===== config.mk =====
export PLATFORM = sky130hd
export DESIGN_NAME = single_cycle_cpu_execute
export DESIGN_NICKNAME = d
export VERILOG_FILES = /design/src/hw/rtl/sccx_pkg.sv /design/src/hw/rtl/sccx_ram.sv /design/src/hw/rtl/sccx_div.sv /design/src/hw/rtl/single_cycle_cpu_execute.sv
export SDC_FILE = /design/constraint.sdc
export NUM_CORES = 2
export LEC_CHECK = 0
export ABC_AREA = 1
export BUFFER_PORTS_ARGS = -buffer_cell sky130_fd_sc_hd__buf_4
export CELL_PAD_IN_SITES_DETAIL_PLACEMENT = 2
export CELL_PAD_IN_SITES_GLOBAL_PLACEMENT = 2
export CORE_MARGIN = 3
export CORE_UTILIZATION = 44
export DETAILED_ROUTE_END_ITERATION = 8
export PLACE_DENSITY_LB_ADDON = 0.1
export SYNTH_ARGS = -nofsm -noshare
export SYNTH_HDL_FRONTEND = slang
export SYNTH_SLANG_ARGS = --single-unit

===== constraint.sdc =====
create_clock -name i_clk -period 11.7 [get_ports i_clk]
set_input_delay 0.585 -clock i_clk [delete_from_list [all_inputs] [get_ports i_clk]]
set_output_delay 0.585 -clock i_clk [all_outputs]
set_load 0.05 [all_outputs]

===== src/hw/rtl/sccx_pkg.sv =====
// ============================================================================
// sccx_pkg: shared types and constants for the execute block
// Instruction fields, item operation codes, status codes, FSM states and the
// structs that travel between the top level and the divider.
// ============================================================================
package sccx_pkg;

    // Datapath widths
    localparam int DATA_W        = 16;
    localparam int BYTE_W        = 8;
    localparam int REG_COUNT     = 8;
    localparam int REG_AW        = 3;
    localparam int MEM_DEPTH_DEF = 256;

    // Item operations (tuser of the input channel)
    localparam logic [1:0] OP_EXEC    = 2'd0;
    localparam logic [1:0] OP_PRELOAD = 2'd1;
    localparam logic [1:0] OP_READ    = 2'd2;

    // Instruction opcodes, bits 14..9
    localparam logic [5:0] OPC_ADD   = 6'd0;
    localparam logic [5:0] OPC_SUB   = 6'd1;
    localparam logic [5:0] OPC_MUL   = 6'd2;
    localparam logic [5:0] OPC_DIV   = 6'd3;
    localparam logic [5:0] OPC_LOAD  = 6'd4;
    localparam logic [5:0] OPC_STORE = 6'd5;
    localparam logic [5:0] OPC_END   = 6'h3F;

    // Result status codes
    localparam logic [2:0] STAT_DONE    = 3'd0;
    localparam logic [2:0] STAT_END     = 3'd1;
    localparam logic [2:0] STAT_DIV0    = 3'd2;
    localparam logic [2:0] STAT_UNKNOWN = 3'd3;
    localparam logic [2:0] STAT_HALTED  = 3'd4;

    typedef enum logic [2:0] {
        ST_CLEAR,
        ST_IDLE,
        ST_RD_A,
        ST_RD_B,
        ST_EXEC,
        ST_DIV,
        ST_RD_MEM,
        ST_RESULT
    } t_state;

    typedef struct packed {
        logic [2:0]        status;
        logic              reg_write;
        logic [REG_AW-1:0] dest_reg;
        logic [DATA_W-1:0] dest_value;
        logic              mem_write;
        logic [BYTE_W-1:0] store_address;
        logic [BYTE_W-1:0] store_byte;
        logic [BYTE_W-1:0] read_byte;
    } t_result;

    typedef struct packed {
        logic              start;
        logic [DATA_W-1:0] dividend;
        logic [DATA_W-1:0] divisor;
    } t_div_req;

    typedef struct packed {
        logic              done;
        logic [DATA_W-1:0] quotient;
    } t_div_rsp;

endpackage


===== src/hw/rtl/sccx_ram.sv =====
// ============================================================================
// sccx_ram: generic single-port-write, single-port-read RAM
// One write and one read per cycle; read data is registered.
// ============================================================================
module sccx_ram #(
    parameter int WIDTH = 8,
    parameter int DEPTH = 256
) (
    input  logic                     i_clk,
    input  logic                     i_we,
    input  logic [$clog2(DEPTH)-1:0] i_waddr,
    input  logic [WIDTH-1:0]         i_wdata,
    input  logic [$clog2(DEPTH)-1:0] i_raddr,
    output logic [WIDTH-1:0]         o_rdata
);

    logic [WIDTH-1:0] r_mem [DEPTH];
    logic [WIDTH-1:0] r_rdata;

    // Write port and registered read port
    always_ff @(posedge i_clk) begin
        if (i_we) begin
            r_mem[i_waddr] <= i_wdata;
        end
        r_rdata <= r_mem[i_raddr];
    end

    assign o_rdata = r_rdata;

endmodule


===== src/hw/rtl/sccx_div.sv =====
// ============================================================================
// sccx_div: radix-2 restoring unsigned divider
// Produces one quotient bit per cycle; done pulses once all DATA_W quotient bits are formed.
// ============================================================================
module sccx_div (
    input  logic              i_clk,
    input  logic              i_rst_n,
    input  sccx_pkg::t_div_req i_req,
    output sccx_pkg::t_div_rsp o_rsp
);
    import sccx_pkg::*;

    localparam int CNT_W = $clog2(DATA_W);

    logic              r_busy;
    logic              r_done;
    logic [CNT_W-1:0]  r_cnt;
    logic [DATA_W-1:0] r_rem;
    logic [DATA_W-1:0] r_quo;
    logic [DATA_W-1:0] r_dvs;

    logic [DATA_W:0]   w_trial;
    logic              w_fit;

    // Shift in the next dividend bit and test against the divisor
    assign w_trial = {r_rem, r_quo[DATA_W-1]};
    assign w_fit   = (w_trial >= {1'b0, r_dvs});

    // Control: busy while the DATA_W quotient bits are formed, then a one-cycle done
    always_ff @(posedge i_clk) begin
        if (!i_rst_n) begin
            r_busy <= 1'b0;
            r_done <= 1'b0;
            r_cnt  <= '0;
        end else begin
            r_done <= 1'b0;
            if (i_req.start) begin
                r_busy <= 1'b1;
                r_cnt  <= '0;
            end else if (r_busy) begin
                r_cnt <= r_cnt + 1'b1;
                if (r_cnt == CNT_W'(DATA_W - 1)) begin
                    r_busy <= 1'b0;
                    r_done <= 1'b1;
                end
            end
        end
    end

    // Datapath: partial remainder and quotient shift register
    always_ff @(posedge i_clk) begin
        if (i_req.start) begin
            r_rem <= '0;
            r_quo <= i_req.dividend;
            r_dvs <= i_req.divisor;
        end else if (r_busy) begin
            r_rem <= w_fit ? DATA_W'(w_trial - {1'b0, r_dvs}) : w_trial[DATA_W-1:0];
            r_quo <= {r_quo[DATA_W-2:0], w_fit};
        end
    end

    assign o_rsp.done     = r_done;
    assign o_rsp.quotient = r_quo;

endmodule


===== src/hw/rtl/single_cycle_cpu_execute.sv =====
// ============================================================================
// single_cycle_cpu_execute: instruction execute block with register file and
// data memory held in synchronous RAMs.
// ----------------------------------------------------------------------------
// Input items arrive on the s_axis channel: tuser carries the item operation
// (execute, preload register, read memory byte), tdata the instruction word,
// preload index/value and readback address. Every item gives exactly one
// result on the m_axis channel: tuser is the status, tdata the write-back,
// store and readback fields.
// One item is in flight at a time. States from accept to the next accept:
// preload, halted execute or null item go straight to RESULT; readback
// passes RD_MEM; ALU, load and store pass RD_A, RD_B and EXEC (two reads of
// the one register-file RAM port, then execute); divide also waits in DIV for
// the radix-2 divider. After reset the block sweeps both RAMs to zero, one
// entry per cycle, over all MEM_DEPTH entries; tready stays low meanwhile.
// A finished result sits in the output register; the next item is accepted
// while it waits, and the block stalls only when a second result is ready
// before the first is taken. Halt is sticky until reset.
// ============================================================================
module single_cycle_cpu_execute #(
    parameter int MEM_DEPTH = sccx_pkg::MEM_DEPTH_DEF
) (
    input  logic        i_clk,
    input  logic        i_rst_n,
    input  logic        i_s_axis_tvalid,
    output logic        o_s_axis_tready,
    // instruction[15:0], preload_index[18:16], preload_value[34:19],
    // read_address[42:35], zero pad[47:43]
    input  logic [47:0] i_s_axis_tdata,
    // op[1:0]
    input  logic [1:0]  i_s_axis_tuser,
    output logic        o_m_axis_tvalid,
    input  logic        i_m_axis_tready,
    // reg_write[0], dest_reg[3:1], dest_value[19:4], mem_write[20],
    // store_address[28:21], store_byte[36:29], read_byte[44:37], zero pad[47:45]
    output logic [47:0] o_m_axis_tdata,
    // status[2:0]
    output logic [2:0]  o_m_axis_tuser
);
    import sccx_pkg::*;

    localparam int MEM_AW = $clog2(MEM_DEPTH);

    // Reduce an 8-bit byte address modulo MEM_DEPTH by shifted subtraction
    function automatic logic [MEM_AW-1:0] f_mem_index(input logic [BYTE_W-1:0] addr);
        logic [12:0] rem;
        rem = {5'd0, addr};
        for (int k = 4; k >= 0; k--) begin
            if (rem >= (13'(MEM_DEPTH) << k)) begin
                rem = rem - (13'(MEM_DEPTH) << k);
            end
        end
        return rem[MEM_AW-1:0];
    endfunction

    // Input unpacking
    logic [1:0]        w_in_op;
    logic [DATA_W-1:0] w_in_instr;
    logic [REG_AW-1:0] w_in_pidx;
    logic [DATA_W-1:0] w_in_pval;
    logic [BYTE_W-1:0] w_in_raddr;

    assign w_in_op    = i_s_axis_tuser;
    assign w_in_instr = i_s_axis_tdata[15:0];
    assign w_in_pidx  = i_s_axis_tdata[18:16];
    assign w_in_pval  = i_s_axis_tdata[34:19];
    assign w_in_raddr = i_s_axis_tdata[42:35];

    // State
    t_state            r_state, n_state;
    logic [MEM_AW-1:0] r_clr_cnt, n_clr_cnt;
    logic              r_halted, n_halted;
    logic              r_m_valid, n_m_valid;
    logic [DATA_W-1:0] r_instr, n_instr;
    logic [DATA_W-1:0] r_a, n_a;
    logic [DATA_W-1:0] r_b, n_b;
    t_result           r_res, n_res;
    t_result           r_m_data, n_m_data;

    // RAM ports
    logic              w_reg_we;
    logic [REG_AW-1:0] w_reg_waddr;
    logic [DATA_W-1:0] w_reg_wdata;
    logic [REG_AW-1:0] w_reg_raddr;
    logic [DATA_W-1:0] w_reg_rdata;
    logic              w_mem_we;
    logic [MEM_AW-1:0] w_mem_waddr;
    logic [BYTE_W-1:0] w_mem_wdata;
    logic [MEM_AW-1:0] w_mem_raddr;
    logic [BYTE_W-1:0] w_mem_rdata;

    t_div_req          w_div_req;
    t_div_rsp          w_div_rsp;

    logic [5:0]        w_opc;
    logic [REG_AW-1:0] w_dest;
    logic [DATA_W-1:0] w_alu;

    assign w_opc  = r_instr[14:9];
    assign w_dest = r_instr[8:6];

    // Arithmetic on the registered operands, low 16 bits kept
    always_comb begin
        case (w_opc)
            OPC_ADD: w_alu = r_a + r_b;
            OPC_SUB: w_alu = r_a - r_b;
            OPC_MUL: w_alu = DATA_W'(r_a * r_b);
            default: w_alu = r_a;
        endcase
    end

    sccx_ram #(
        .WIDTH (DATA_W),
        .DEPTH (REG_COUNT)
    ) u_reg_ram (
        .i_clk   (i_clk),
        .i_we    (w_reg_we),
        .i_waddr (w_reg_waddr),
        .i_wdata (w_reg_wdata),
        .i_raddr (w_reg_raddr),
        .o_rdata (w_reg_rdata)
    );

    sccx_ram #(
        .WIDTH (BYTE_W),
        .DEPTH (MEM_DEPTH)
    ) u_mem_ram (
        .i_clk   (i_clk),
        .i_we    (w_mem_we),
        .i_waddr (w_mem_waddr),
        .i_wdata (w_mem_wdata),
        .i_raddr (w_mem_raddr),
        .o_rdata (w_mem_rdata)
    );

    sccx_div u_div (
        .i_clk   (i_clk),
        .i_rst_n (i_rst_n),
        .i_req   (w_div_req),
        .o_rsp   (w_div_rsp)
    );

    // Next state, RAM accesses and result assembly
    always_comb begin
        n_state   = r_state;
        n_clr_cnt = r_clr_cnt;
        n_halted  = r_halted;
        n_instr   = r_instr;
        n_a       = r_a;
        n_b       = r_b;
        n_res     = r_res;
        n_m_valid = r_m_valid && !i_m_axis_tready;
        n_m_data  = r_m_data;

        w_reg_we    = 1'b0;
        w_reg_waddr = w_dest;
        w_reg_wdata = w_alu;
        w_reg_raddr = w_in_instr[5:3];
        w_mem_we    = 1'b0;
        w_mem_waddr = f_mem_index(r_a[BYTE_W-1:0]);
        w_mem_wdata = r_b[BYTE_W-1:0];
        w_mem_raddr = f_mem_index(w_in_raddr);

        w_div_req.start    = 1'b0;
        w_div_req.dividend = r_a;
        w_div_req.divisor  = r_b;

        o_s_axis_tready = 1'b0;

        case (r_state)
            // Zero both RAMs, one entry per cycle
            ST_CLEAR: begin
                w_mem_we    = 1'b1;
                w_mem_waddr = r_clr_cnt;
                w_mem_wdata = '0;
                w_reg_we    = (r_clr_cnt < MEM_AW'(REG_COUNT));
                w_reg_waddr = r_clr_cnt[REG_AW-1:0];
                w_reg_wdata = '0;
                if (r_clr_cnt == MEM_AW'(MEM_DEPTH - 1)) begin
                    n_state = ST_IDLE;
                end else begin
                    n_clr_cnt = r_clr_cnt + 1'b1;
                end
            end
            // Take one item; first register read goes out with the transfer
            ST_IDLE: begin
                o_s_axis_tready = 1'b1;
                if (i_s_axis_tvalid) begin
                    n_instr = w_in_instr;
                    n_res   = '0;
                    case (w_in_op)
                        OP_EXEC: begin
                            if (r_halted) begin
                                n_res.status = STAT_HALTED;
                                n_state      = ST_RESULT;
                            end else begin
                                n_state = ST_RD_A;
                            end
                        end
                        OP_PRELOAD: begin
                            w_reg_we         = 1'b1;
                            w_reg_waddr      = w_in_pidx;
                            w_reg_wdata      = w_in_pval;
                            n_res.reg_write  = 1'b1;
                            n_res.dest_reg   = w_in_pidx;
                            n_res.dest_value = w_in_pval;
                            n_state          = ST_RESULT;
                        end
                        OP_READ: begin
                            n_state = ST_RD_MEM;
                        end
                        default: begin
                            n_state = ST_RESULT;
                        end
                    endcase
                end
            end
            // Capture first source, read second
            ST_RD_A: begin
                n_a         = w_reg_rdata;
                w_reg_raddr = r_instr[2:0];
                n_state     = ST_RD_B;
            end
            ST_RD_B: begin
                n_b     = w_reg_rdata;
                n_state = ST_EXEC;
            end
            // Execute and write back
            ST_EXEC: begin
                n_state = ST_RESULT;
                case (w_opc)
                    OPC_ADD, OPC_SUB, OPC_MUL, OPC_LOAD: begin
                        w_reg_we         = 1'b1;
                        n_res.reg_write  = 1'b1;
                        n_res.dest_reg   = w_dest;
                        n_res.dest_value = w_alu;
                    end
                    OPC_DIV: begin
                        if (r_b == '0) begin
                            n_halted     = 1'b1;
                            n_res.status = STAT_DIV0;
                        end else begin
                            w_div_req.start = 1'b1;
                            n_state         = ST_DIV;
                        end
                    end
                    OPC_STORE: begin
                        w_mem_we            = 1'b1;
                        n_res.mem_write     = 1'b1;
                        n_res.store_address = r_a[BYTE_W-1:0];
                        n_res.store_byte    = r_b[BYTE_W-1:0];
                    end
                    OPC_END: begin
                        n_halted     = 1'b1;
                        n_res.status = STAT_END;
                    end
                    default: begin
                        n_halted     = 1'b1;
                        n_res.status = STAT_UNKNOWN;
                    end
                endcase
            end
            // Wait for the quotient, then write it back
            ST_DIV: begin
                if (w_div_rsp.done) begin
                    w_reg_we         = 1'b1;
                    w_reg_wdata      = w_div_rsp.quotient;
                    n_res.reg_write  = 1'b1;
                    n_res.dest_reg   = w_dest;
                    n_res.dest_value = w_div_rsp.quotient;
                    n_state          = ST_RESULT;
                end
            end
            ST_RD_MEM: begin
                n_res.read_byte = w_mem_rdata;
                n_state         = ST_RESULT;
            end
            // Hand the result to the output register once it is free
            ST_RESULT: begin
                if (!r_m_valid || i_m_axis_tready) begin
                    n_m_valid = 1'b1;
                    n_m_data  = r_res;
                    n_state   = ST_IDLE;
                end
            end
            default: begin
                n_state = ST_IDLE;
            end
        endcase
    end

    // Control registers
    always_ff @(posedge i_clk) begin
        if (!i_rst_n) begin
            r_state   <= ST_CLEAR;
            r_clr_cnt <= '0;
            r_halted  <= 1'b0;
            r_m_valid <= 1'b0;
        end else begin
            r_state   <= n_state;
            r_clr_cnt <= n_clr_cnt;
            r_halted  <= n_halted;
            r_m_valid <= n_m_valid;
        end
    end

    // Payload registers
    always_ff @(posedge i_clk) begin
        r_instr  <= n_instr;
        r_a      <= n_a;
        r_b      <= n_b;
        r_res    <= n_res;
        r_m_data <= n_m_data;
    end

    // Output packing
    assign o_m_axis_tvalid = r_m_valid;
    assign o_m_axis_tuser  = r_m_data.status;
    assign o_m_axis_tdata  = {3'b000, r_m_data.read_byte, r_m_data.store_byte,
                              r_m_data.store_address, r_m_data.mem_write,
                              r_m_data.dest_value, r_m_data.dest_reg,
                              r_m_data.reg_write};

    // Halt is sticky
    a_halt_sticky: assert property (@(posedge i_clk) disable iff (!i_rst_n)
        r_halted |=> r_halted)
        else $error("halt flag dropped without reset");

    // Divider completes only while the sequencer waits for it
    a_div_done_wait: assert property (@(posedge i_clk) disable iff (!i_rst_n)
        w_div_rsp.done |-> (r_state == ST_DIV))
        else $error("divider done outside divide wait");

    // A halted execute reports no register or memory write
    a_halted_no_write: assert property (@(posedge i_clk) disable iff (!i_rst_n)
        (r_m_valid && (r_m_data.status == STAT_HALTED))
            |-> (!r_m_data.reg_write && !r_m_data.mem_write))
        else $error("write reported on an ignored instruction");

    // Register and memory writes never coincide outside the clearing sweep
    a_single_write: assert property (@(posedge i_clk) disable iff (!i_rst_n)
        (r_state != ST_CLEAR) |-> !(w_reg_we && w_mem_we))
        else $error("register and memory written in one cycle");

endmodule

==> After elaboration in Yosys (flattened, before gate mapping) <==
Memories as Yosys holds them, arrays and structs flattened. A register that Yosys moved wholly into a read port is not among the register bits.
Index checks and enable logic that the tools add are counted.
{ "classes": {"order_cmp": 2, "n_addsub": 5, "n_reduce_logical": 25, "muxes": 59, "eq_ne": 26, "n_bitwise": 4, "multipliers": 1} }
{ "op_table": {"columns": ["op", "n"], "rows": [
  ["$mux W16", 6],
  ["$pmux W16 S3", 2],
  ["$mux W20", 3],
  ["$pmux W20 S3", 1],
  ["$mux W48", 1],
  ["$pmux W17 S2", 1],
  ["$mux W3", 11],
  ["$sub A16 B16 Y16", 2],
  ["$pmux W3 S8", 1],
  ["$mux W1", 20],
  ["$pmux W3 S2", 3],
  ["$ge A17 B16 Y1", 1],
  ["$mux W17", 1],
  ["$add A16 B16 Y16", 1],
  ["$logic_not A16 Y1", 1],
  ["$mul A16 B16 Y16", 1],
  ["$mux W8", 2],
  ["$pmux W8 S2", 1],
  ["$eq A3 B3 Y1 const B", 4],
  ["$eq A6 B2 Y1 const B", 2],
  ["$eq A6 B3 Y1 const B", 2],
  ["$reduce_and A4 Y1", 3],
  ["$ne A2 B2 Y1 const B", 5],
  ["$pmux W3 S3", 1],
  ["other kinds (31)", 46]
]} }
{ "totals": {"ff_bits": 210, "ram_bits": 2176, "word_cells": 153, "inputBits": 54, "n_memories": 2, "out_inout_bits": 53} }
{ "memory_table": {"columns": ["memory", "depth", "width", "read_ports", "rd_ports_with_merged_regs", "write_ports", "line_no", "source"], "rows": [
  ["u_mem_ram.r_mem", 256, 8, 1, 1, 1, "sccx_ram.sv:17", "logic [WIDTH-1:0] r_mem [DEPTH];"],
  ["u_reg_ram.r_mem", 8, 16, 1, 1, 1, "sccx_ram.sv:17", null]
]} }

==> Depth between registers and ports, before layout <==
{ "depth": {"depth_word": 6, "depth_mapped": 34, "mapped_depth_nobuf": 32} }

==> By module <==
A second synthesis with hierarchy kept.
{ "unflattened": {"hier_cells": 9455, "hier_area_um2": 104781.7} }
{ "by_module_without_submodules": {"columns": ["mod", "instances", "cells_each", "seq_area_each_um2", "area_each_um2"], "rows": [
  ["sccx_ram at u_mem_ram", 1, 7003, 61659.1, 83396.2],
  ["single_cycle_cpu_execute", 1, 1428, 4464.3, 12071.6],
  ["sccx_ram at u_reg_ram", 1, 587, 4164.0, 5989.5],
  ["sccx_div", 1, 437, 1401.3, 3324.4]
]} }

==> Worst setup path before layout <==
OpenSTA, ideal clock, no wires.
{ "synth_timing": {"path_kind": "reg-to-reg", "from": "reg r_b[7]", "to": "mem u_mem_ram.r_mem[0][7] (data pin)", "synth_period_minus_slack_ns": 8.104, "t_required_ns": 10.312, "setup_slack_ns": 3.596, "path_stages_with_launch": 4, "arrival_time_ns": 6.716, "n_path_buf": 1, "path_cell_list": "edfxtp_1 clkbuf_1 inv_1 nor2_1"} }
{ "synth_via": {"elab_chain_len": 1} }
{ "synth_rtl": {"columns": ["item", "line_no", "source"], "rows": [
  ["from (decl)", "single_cycle_cpu_execute.sv:76", "logic [DATA_W-1:0] r_b, n_b;"],
  ["from (signal assigned)", "single_cycle_cpu_execute.sv:311", "r_b <= n_b;"],
  ["$mux W8", "single_cycle_cpu_execute.sv:170", "case (r_state)"],
  ["via u_mem_ram.i_wdata[7]", "sccx_ram.sv:12", "input logic [WIDTH-1:0] i_wdata,"],
  ["to (decl)", "sccx_ram.sv:17", null]
]} }
The timed path passes the listed nets, and every way through them passes these cells.

==> Final worst setup path <==
{ "layout_timing": {"from": "reg r_b[1]", "to": "mem u_reg_ram.r_mem[4][15] (netlist bit) (data pin)"} }
{ "layout_via": {"elab_chain_len": 5} }
{ "layout_rtl": {"columns": ["item", "line_no", "source"], "rows": [
  ["$mul A16 B16 Y16 (tied with other cells)", "single_cycle_cpu_execute.sv:107", "OPC_MUL: w_alu = DATA_W'(r_a * r_b);"],
  ["$pmux W16 S3 (*)", "single_cycle_cpu_execute.sv:104", "case (w_opc)"],
  ["$mux W16", "single_cycle_cpu_execute.sv:191", "case (w_in_op)"],
  ["$mux W16", "single_cycle_cpu_execute.sv:188", "if (i_s_axis_tvalid) begin"],
  ["$pmux W16 S3 (*)", "single_cycle_cpu_execute.sv:170", null],
  ["via u_reg_ram.i_wdata[15]", "sccx_ram.sv:12", null],
  ["to (decl)", "sccx_ram.sv:17", null]
]} }
Mark *: on every way through the listed nets, which the timed path passes. The rest lies on a longest branch.

==> run_results.csv <==
group,metric,value,unit
timing,worst_pin_slew,1580,ps
logic_synthesis,ys_top_cells_by_area,"edfxtp_1, o21ai_0, nor2_1, nand2_1, o22ai_1",
logic_synthesis,synth_xor_xnor_area_share,0.267,%
outcome,violations,"slew limit",
power_and_ir_drop,seqPwrFrac,43.0,%
final_layout,area_delta_synth_final,11.7,%
detailed_routing,postRouteAntennaNets,0,
timing,fmax,0.147,GHz
logic_synthesis,synth_mux_area_share,0,%
detailed_routing,vias_per_cell,6.08,
timing,fin_tns_setup,0,ps
power_and_ir_drop,p_per_area,228,nW/µm²
clock_network,cts-root-buf,"clkbuf_16",
timing,rsz0062_at_grt,"false",
power_and_ir_drop,internal_power,17.3,mW
logic_synthesis,yosys-top-cells-count,"edfxtp_1, nor2_1, o21ai_0",
clock_network,cts_buffers,281,
logic_synthesis,synth_fa_ha_area_share,2.64,%
floorplan,dieArea,237000,µm²
logic_synthesis,yosys.area.top_type_share,69.2,%
place,placed_area,105000,µm²
job,drv_cap,0,
setup_path,crit_arrival,7430,ps
power_and_ir_drop,swShare,33.3,%
grt,grtUsageTotal,30.3,%
grt,grt_pass1_vias,78400,
logic_synthesis,synth.yosys.seq_area_share,70.4,%
logic_synthesis,synth_area,102000,µm²
logic_synthesis,yosysUniqueCellTypes,58,
clock_network,cts_resized,0,
grt,grt_pass1_wl,534000,µm
logic_synthesis,postSynthAreaPerCell,11.8,µm²
setup_path,critical_path.max_fanout,18,
min_path,min_path_type,"primary input to flip-flop",
detailed_routing,wirelength,364000,µm
timing,hold_viol_final,0,
outcome,outcome,"complete, but fails checks",
final_layout,fin_util,49.5,%
power_and_ir_drop,pwr-share-clk,32.0,%
logic_synthesis,synth-simple-area-share,12.8,%
timing,maxSlewViolCount,52,
logic_synthesis,synth_top_family_by_area,"simple AND/OR/NAND/NOR gates",
timing,fin_skew,84.7,ps
place,portBuffers,97,
clock_network,htreeDepth,5,
floorplan,die_x,487,µm
detailed_routing,dr.pass1.iters,5,
setup_path,crit_path_start_kind,"flip-flop",
power_and_ir_drop,combinationalPowerShare,24.9,%
clock_network,clk_path_buf_depth,4,
grt,grt_max_degree,209,
clock_network,clkSinkCount,2407,
clock_network,ctsHoldBuffers,22,
final_layout,drive_above_1_share,7.27,%
floorplan,rows,176,
timing,finalCritPeriodShare,58.3,%
detailed_routing,dr.first_iter.drc_count,7224,
final_layout,nFillCells,22400,
final_layout,nNetsFinal,8813,
power_and_ir_drop,p_leak,39.4,nW
detailed_routing,route.vias.total,71800,
floorplan,num_io_pins,107,
logic_synthesis,post-synth-top-count-cell,"edfxtp_1",
logic_synthesis,synth_compound_area_share,9.92,%
timing,finalSetupViolCount,0,
setup_path,cp-end-kind,"flip-flop",
power_and_ir_drop,vdd_drop_max,226,µV
floorplan,core,230000,µm²
logic_synthesis,synth_edf_count,2348,
clock_network,clk-insertion-delay-late,940,ps
logic_synthesis,synth_ff_type,"edfxtp_1",
power_and_ir_drop,p_switching,8.65,mW
final_layout,fin_area,114000,µm²
clock_network,cts_tree,"built",
clock_network,cts_setup_buffers,0,
place,gp_congestion,0.820,
detailed_routing,drc_errors,0,
floorplan,die_h,487,µm
detailed_routing,avgRoutedWirePerCell,30.8,µm
setup_path,critPathKind,"flip-flop to flip-flop",
timing,relSlewSlack,-5.12,%
logic_synthesis,ys_async_sr_fraction,0,%
logic_synthesis,ys_seq_elements,2407,
grt,grt.overflow.total,0,
setup_path,crit_required,12310,ps
timing,fin_crit,6820,ps
place,place_hpwl,211000,µm
grt,grt_antenna_before_repair,17,
floorplan,start_util,44.3,%
logic_synthesis,postSynthCellCount,8640,
clock_network,cts.clk_slew.worst_paths,60,ps
logic_synthesis,synth-warning-count,0,
logic_synthesis,yosysTopAreaCell,"edfxtp_1",
==> per-stage QoR <==
stage | hold WS [ps] | std cells | total power [mW] | setup slack, ps
after floorplan | 400 | 8642 | 15.2 | 3600
after global placement | 400 | 11300 | 17.3 | 5120
after detailed placement | 408 | 11300 | 17.7 | 4950
after CTS | 9.70 | 11800 | 26.0 | 4900
after global routing | 53.2 | 11800 | 27.1 | 4500
final | 70.1 | 11800 | 26.0 | 4880
==> worst max-delay path, stage by stage, from the launching register on <==
cell and delay [ps]:
edfxtp_1 1080, nand2_1 210, fa_1 560, fa_1 580, fa_1 460, fa_1 570, inv_1 60, fa_1 480
inv_1 50, fa_1 470, inv_1 40, ha_1 340, nand2_1 110, inv_1 40, a21oi_1 130, nand3_1 140
nand2_1 90, nand2_1 50, a21oi_1 300, nand3_1 140, nand3_1 150, nand3_1 140, nand2_1 100, nand2_1 220
==> registers in the layout, summed over array words and instances (netlist names), 12 cells and up <==
name	cells
r_instr	12
u_div.r_rem	16
u_div.r_quo	16
r_b	16
r_a	16
u_reg_ram.o_rdata	16
u_mem_ram.r_mem	2048
o_m_axis_tdata	45
u_div.r_dvs	16
r_res	48
u_reg_ram.r_mem	128
==> final cells by class <==
class / instances / area, µm² / share of cell area [%]
Clock inverter: 116 / 855 / 0.751
Timing Repair Buffer: 234 / 1990 / 1.75
Inverter: 437 / 1680 / 1.48
Sequential cell: 2407 / 71700 / 63.0
Antenna cell: 4 / 10.0 / 0.00879
Multi-Input combinational cell: 5232 / 26200 / 23.0
Tap cell: 3026 / 3790 / 3.33
Clock buffer: 361 / 7580 / 6.66
==> power groups by stage <==
stage	Sequential, mW	Combinational [mW]	Clock, mW
floorplan	11.5	3.73	0
CTS	11.2	6.47	8.42
finish	11.2	6.47	8.31
global placement	11.3	6.02	0
detailed placement	11.3	6.39	0
global route	11.2	7.14	8.73
==> cells by family (layout without fill, tap and decap cells) <==
kind of cell	count (synthesis)	after routing
compound gates	1829	1829
simple gates	3203	3203
flops	2407	2407
xor+xnor	31	31
buf+inv	1003	1148
fa+ha+maj	166	166
other cells	1	7
==> layer usage <==
layer / vias to the layer above / GRT usage (%) / part of all wire, % / routed length [µm]
met5: - / 0 / 0.010 / 38
met4: 6 / 10.2 / 3.5 / 12800
met3: 679 / 4.04 / 5.8 / 21100
met2: 2335 / 50.8 / 49 / 178000
met1: 38000 / 40.7 / 42 / 153000
li1: 30700 / - / - / -
==> placed cells by master (no fill, tap or decap), types with 21 or more instances in the layout <==
master and count:
clkinv_2 33, edfxtp_1 2348, o21ai_0 1127, clkbuf_1 65, clkinv_1 63, a21oi_1 75, xor2_1 22, dfxtp_1 59
nor2_1 1464, dlygate4sd3_1 22, nand3_1 630, buf_4 196, o22ai_1 512, a31oi_1 21, fa_1 82, ha_1 84
clkbuf_16 290, inv_1 422, nand2_1 1016
==> final timing paths <==
kind	startpoint	to	slack, ps	cells after the start
setup / recovery	r_b[1]	u_reg_ram.r_mem[4][15]	4880	23
hold / removal	i_s_axis_tdata[19]	r_res[25]	70	3
setup reg to reg	r_b[1]	u_reg_ram.r_mem[4][15]	4880	23
hold reg to reg	r_res[11]	o_m_axis_tdata[32]	400	0
(Power assumes the default switching activity.)
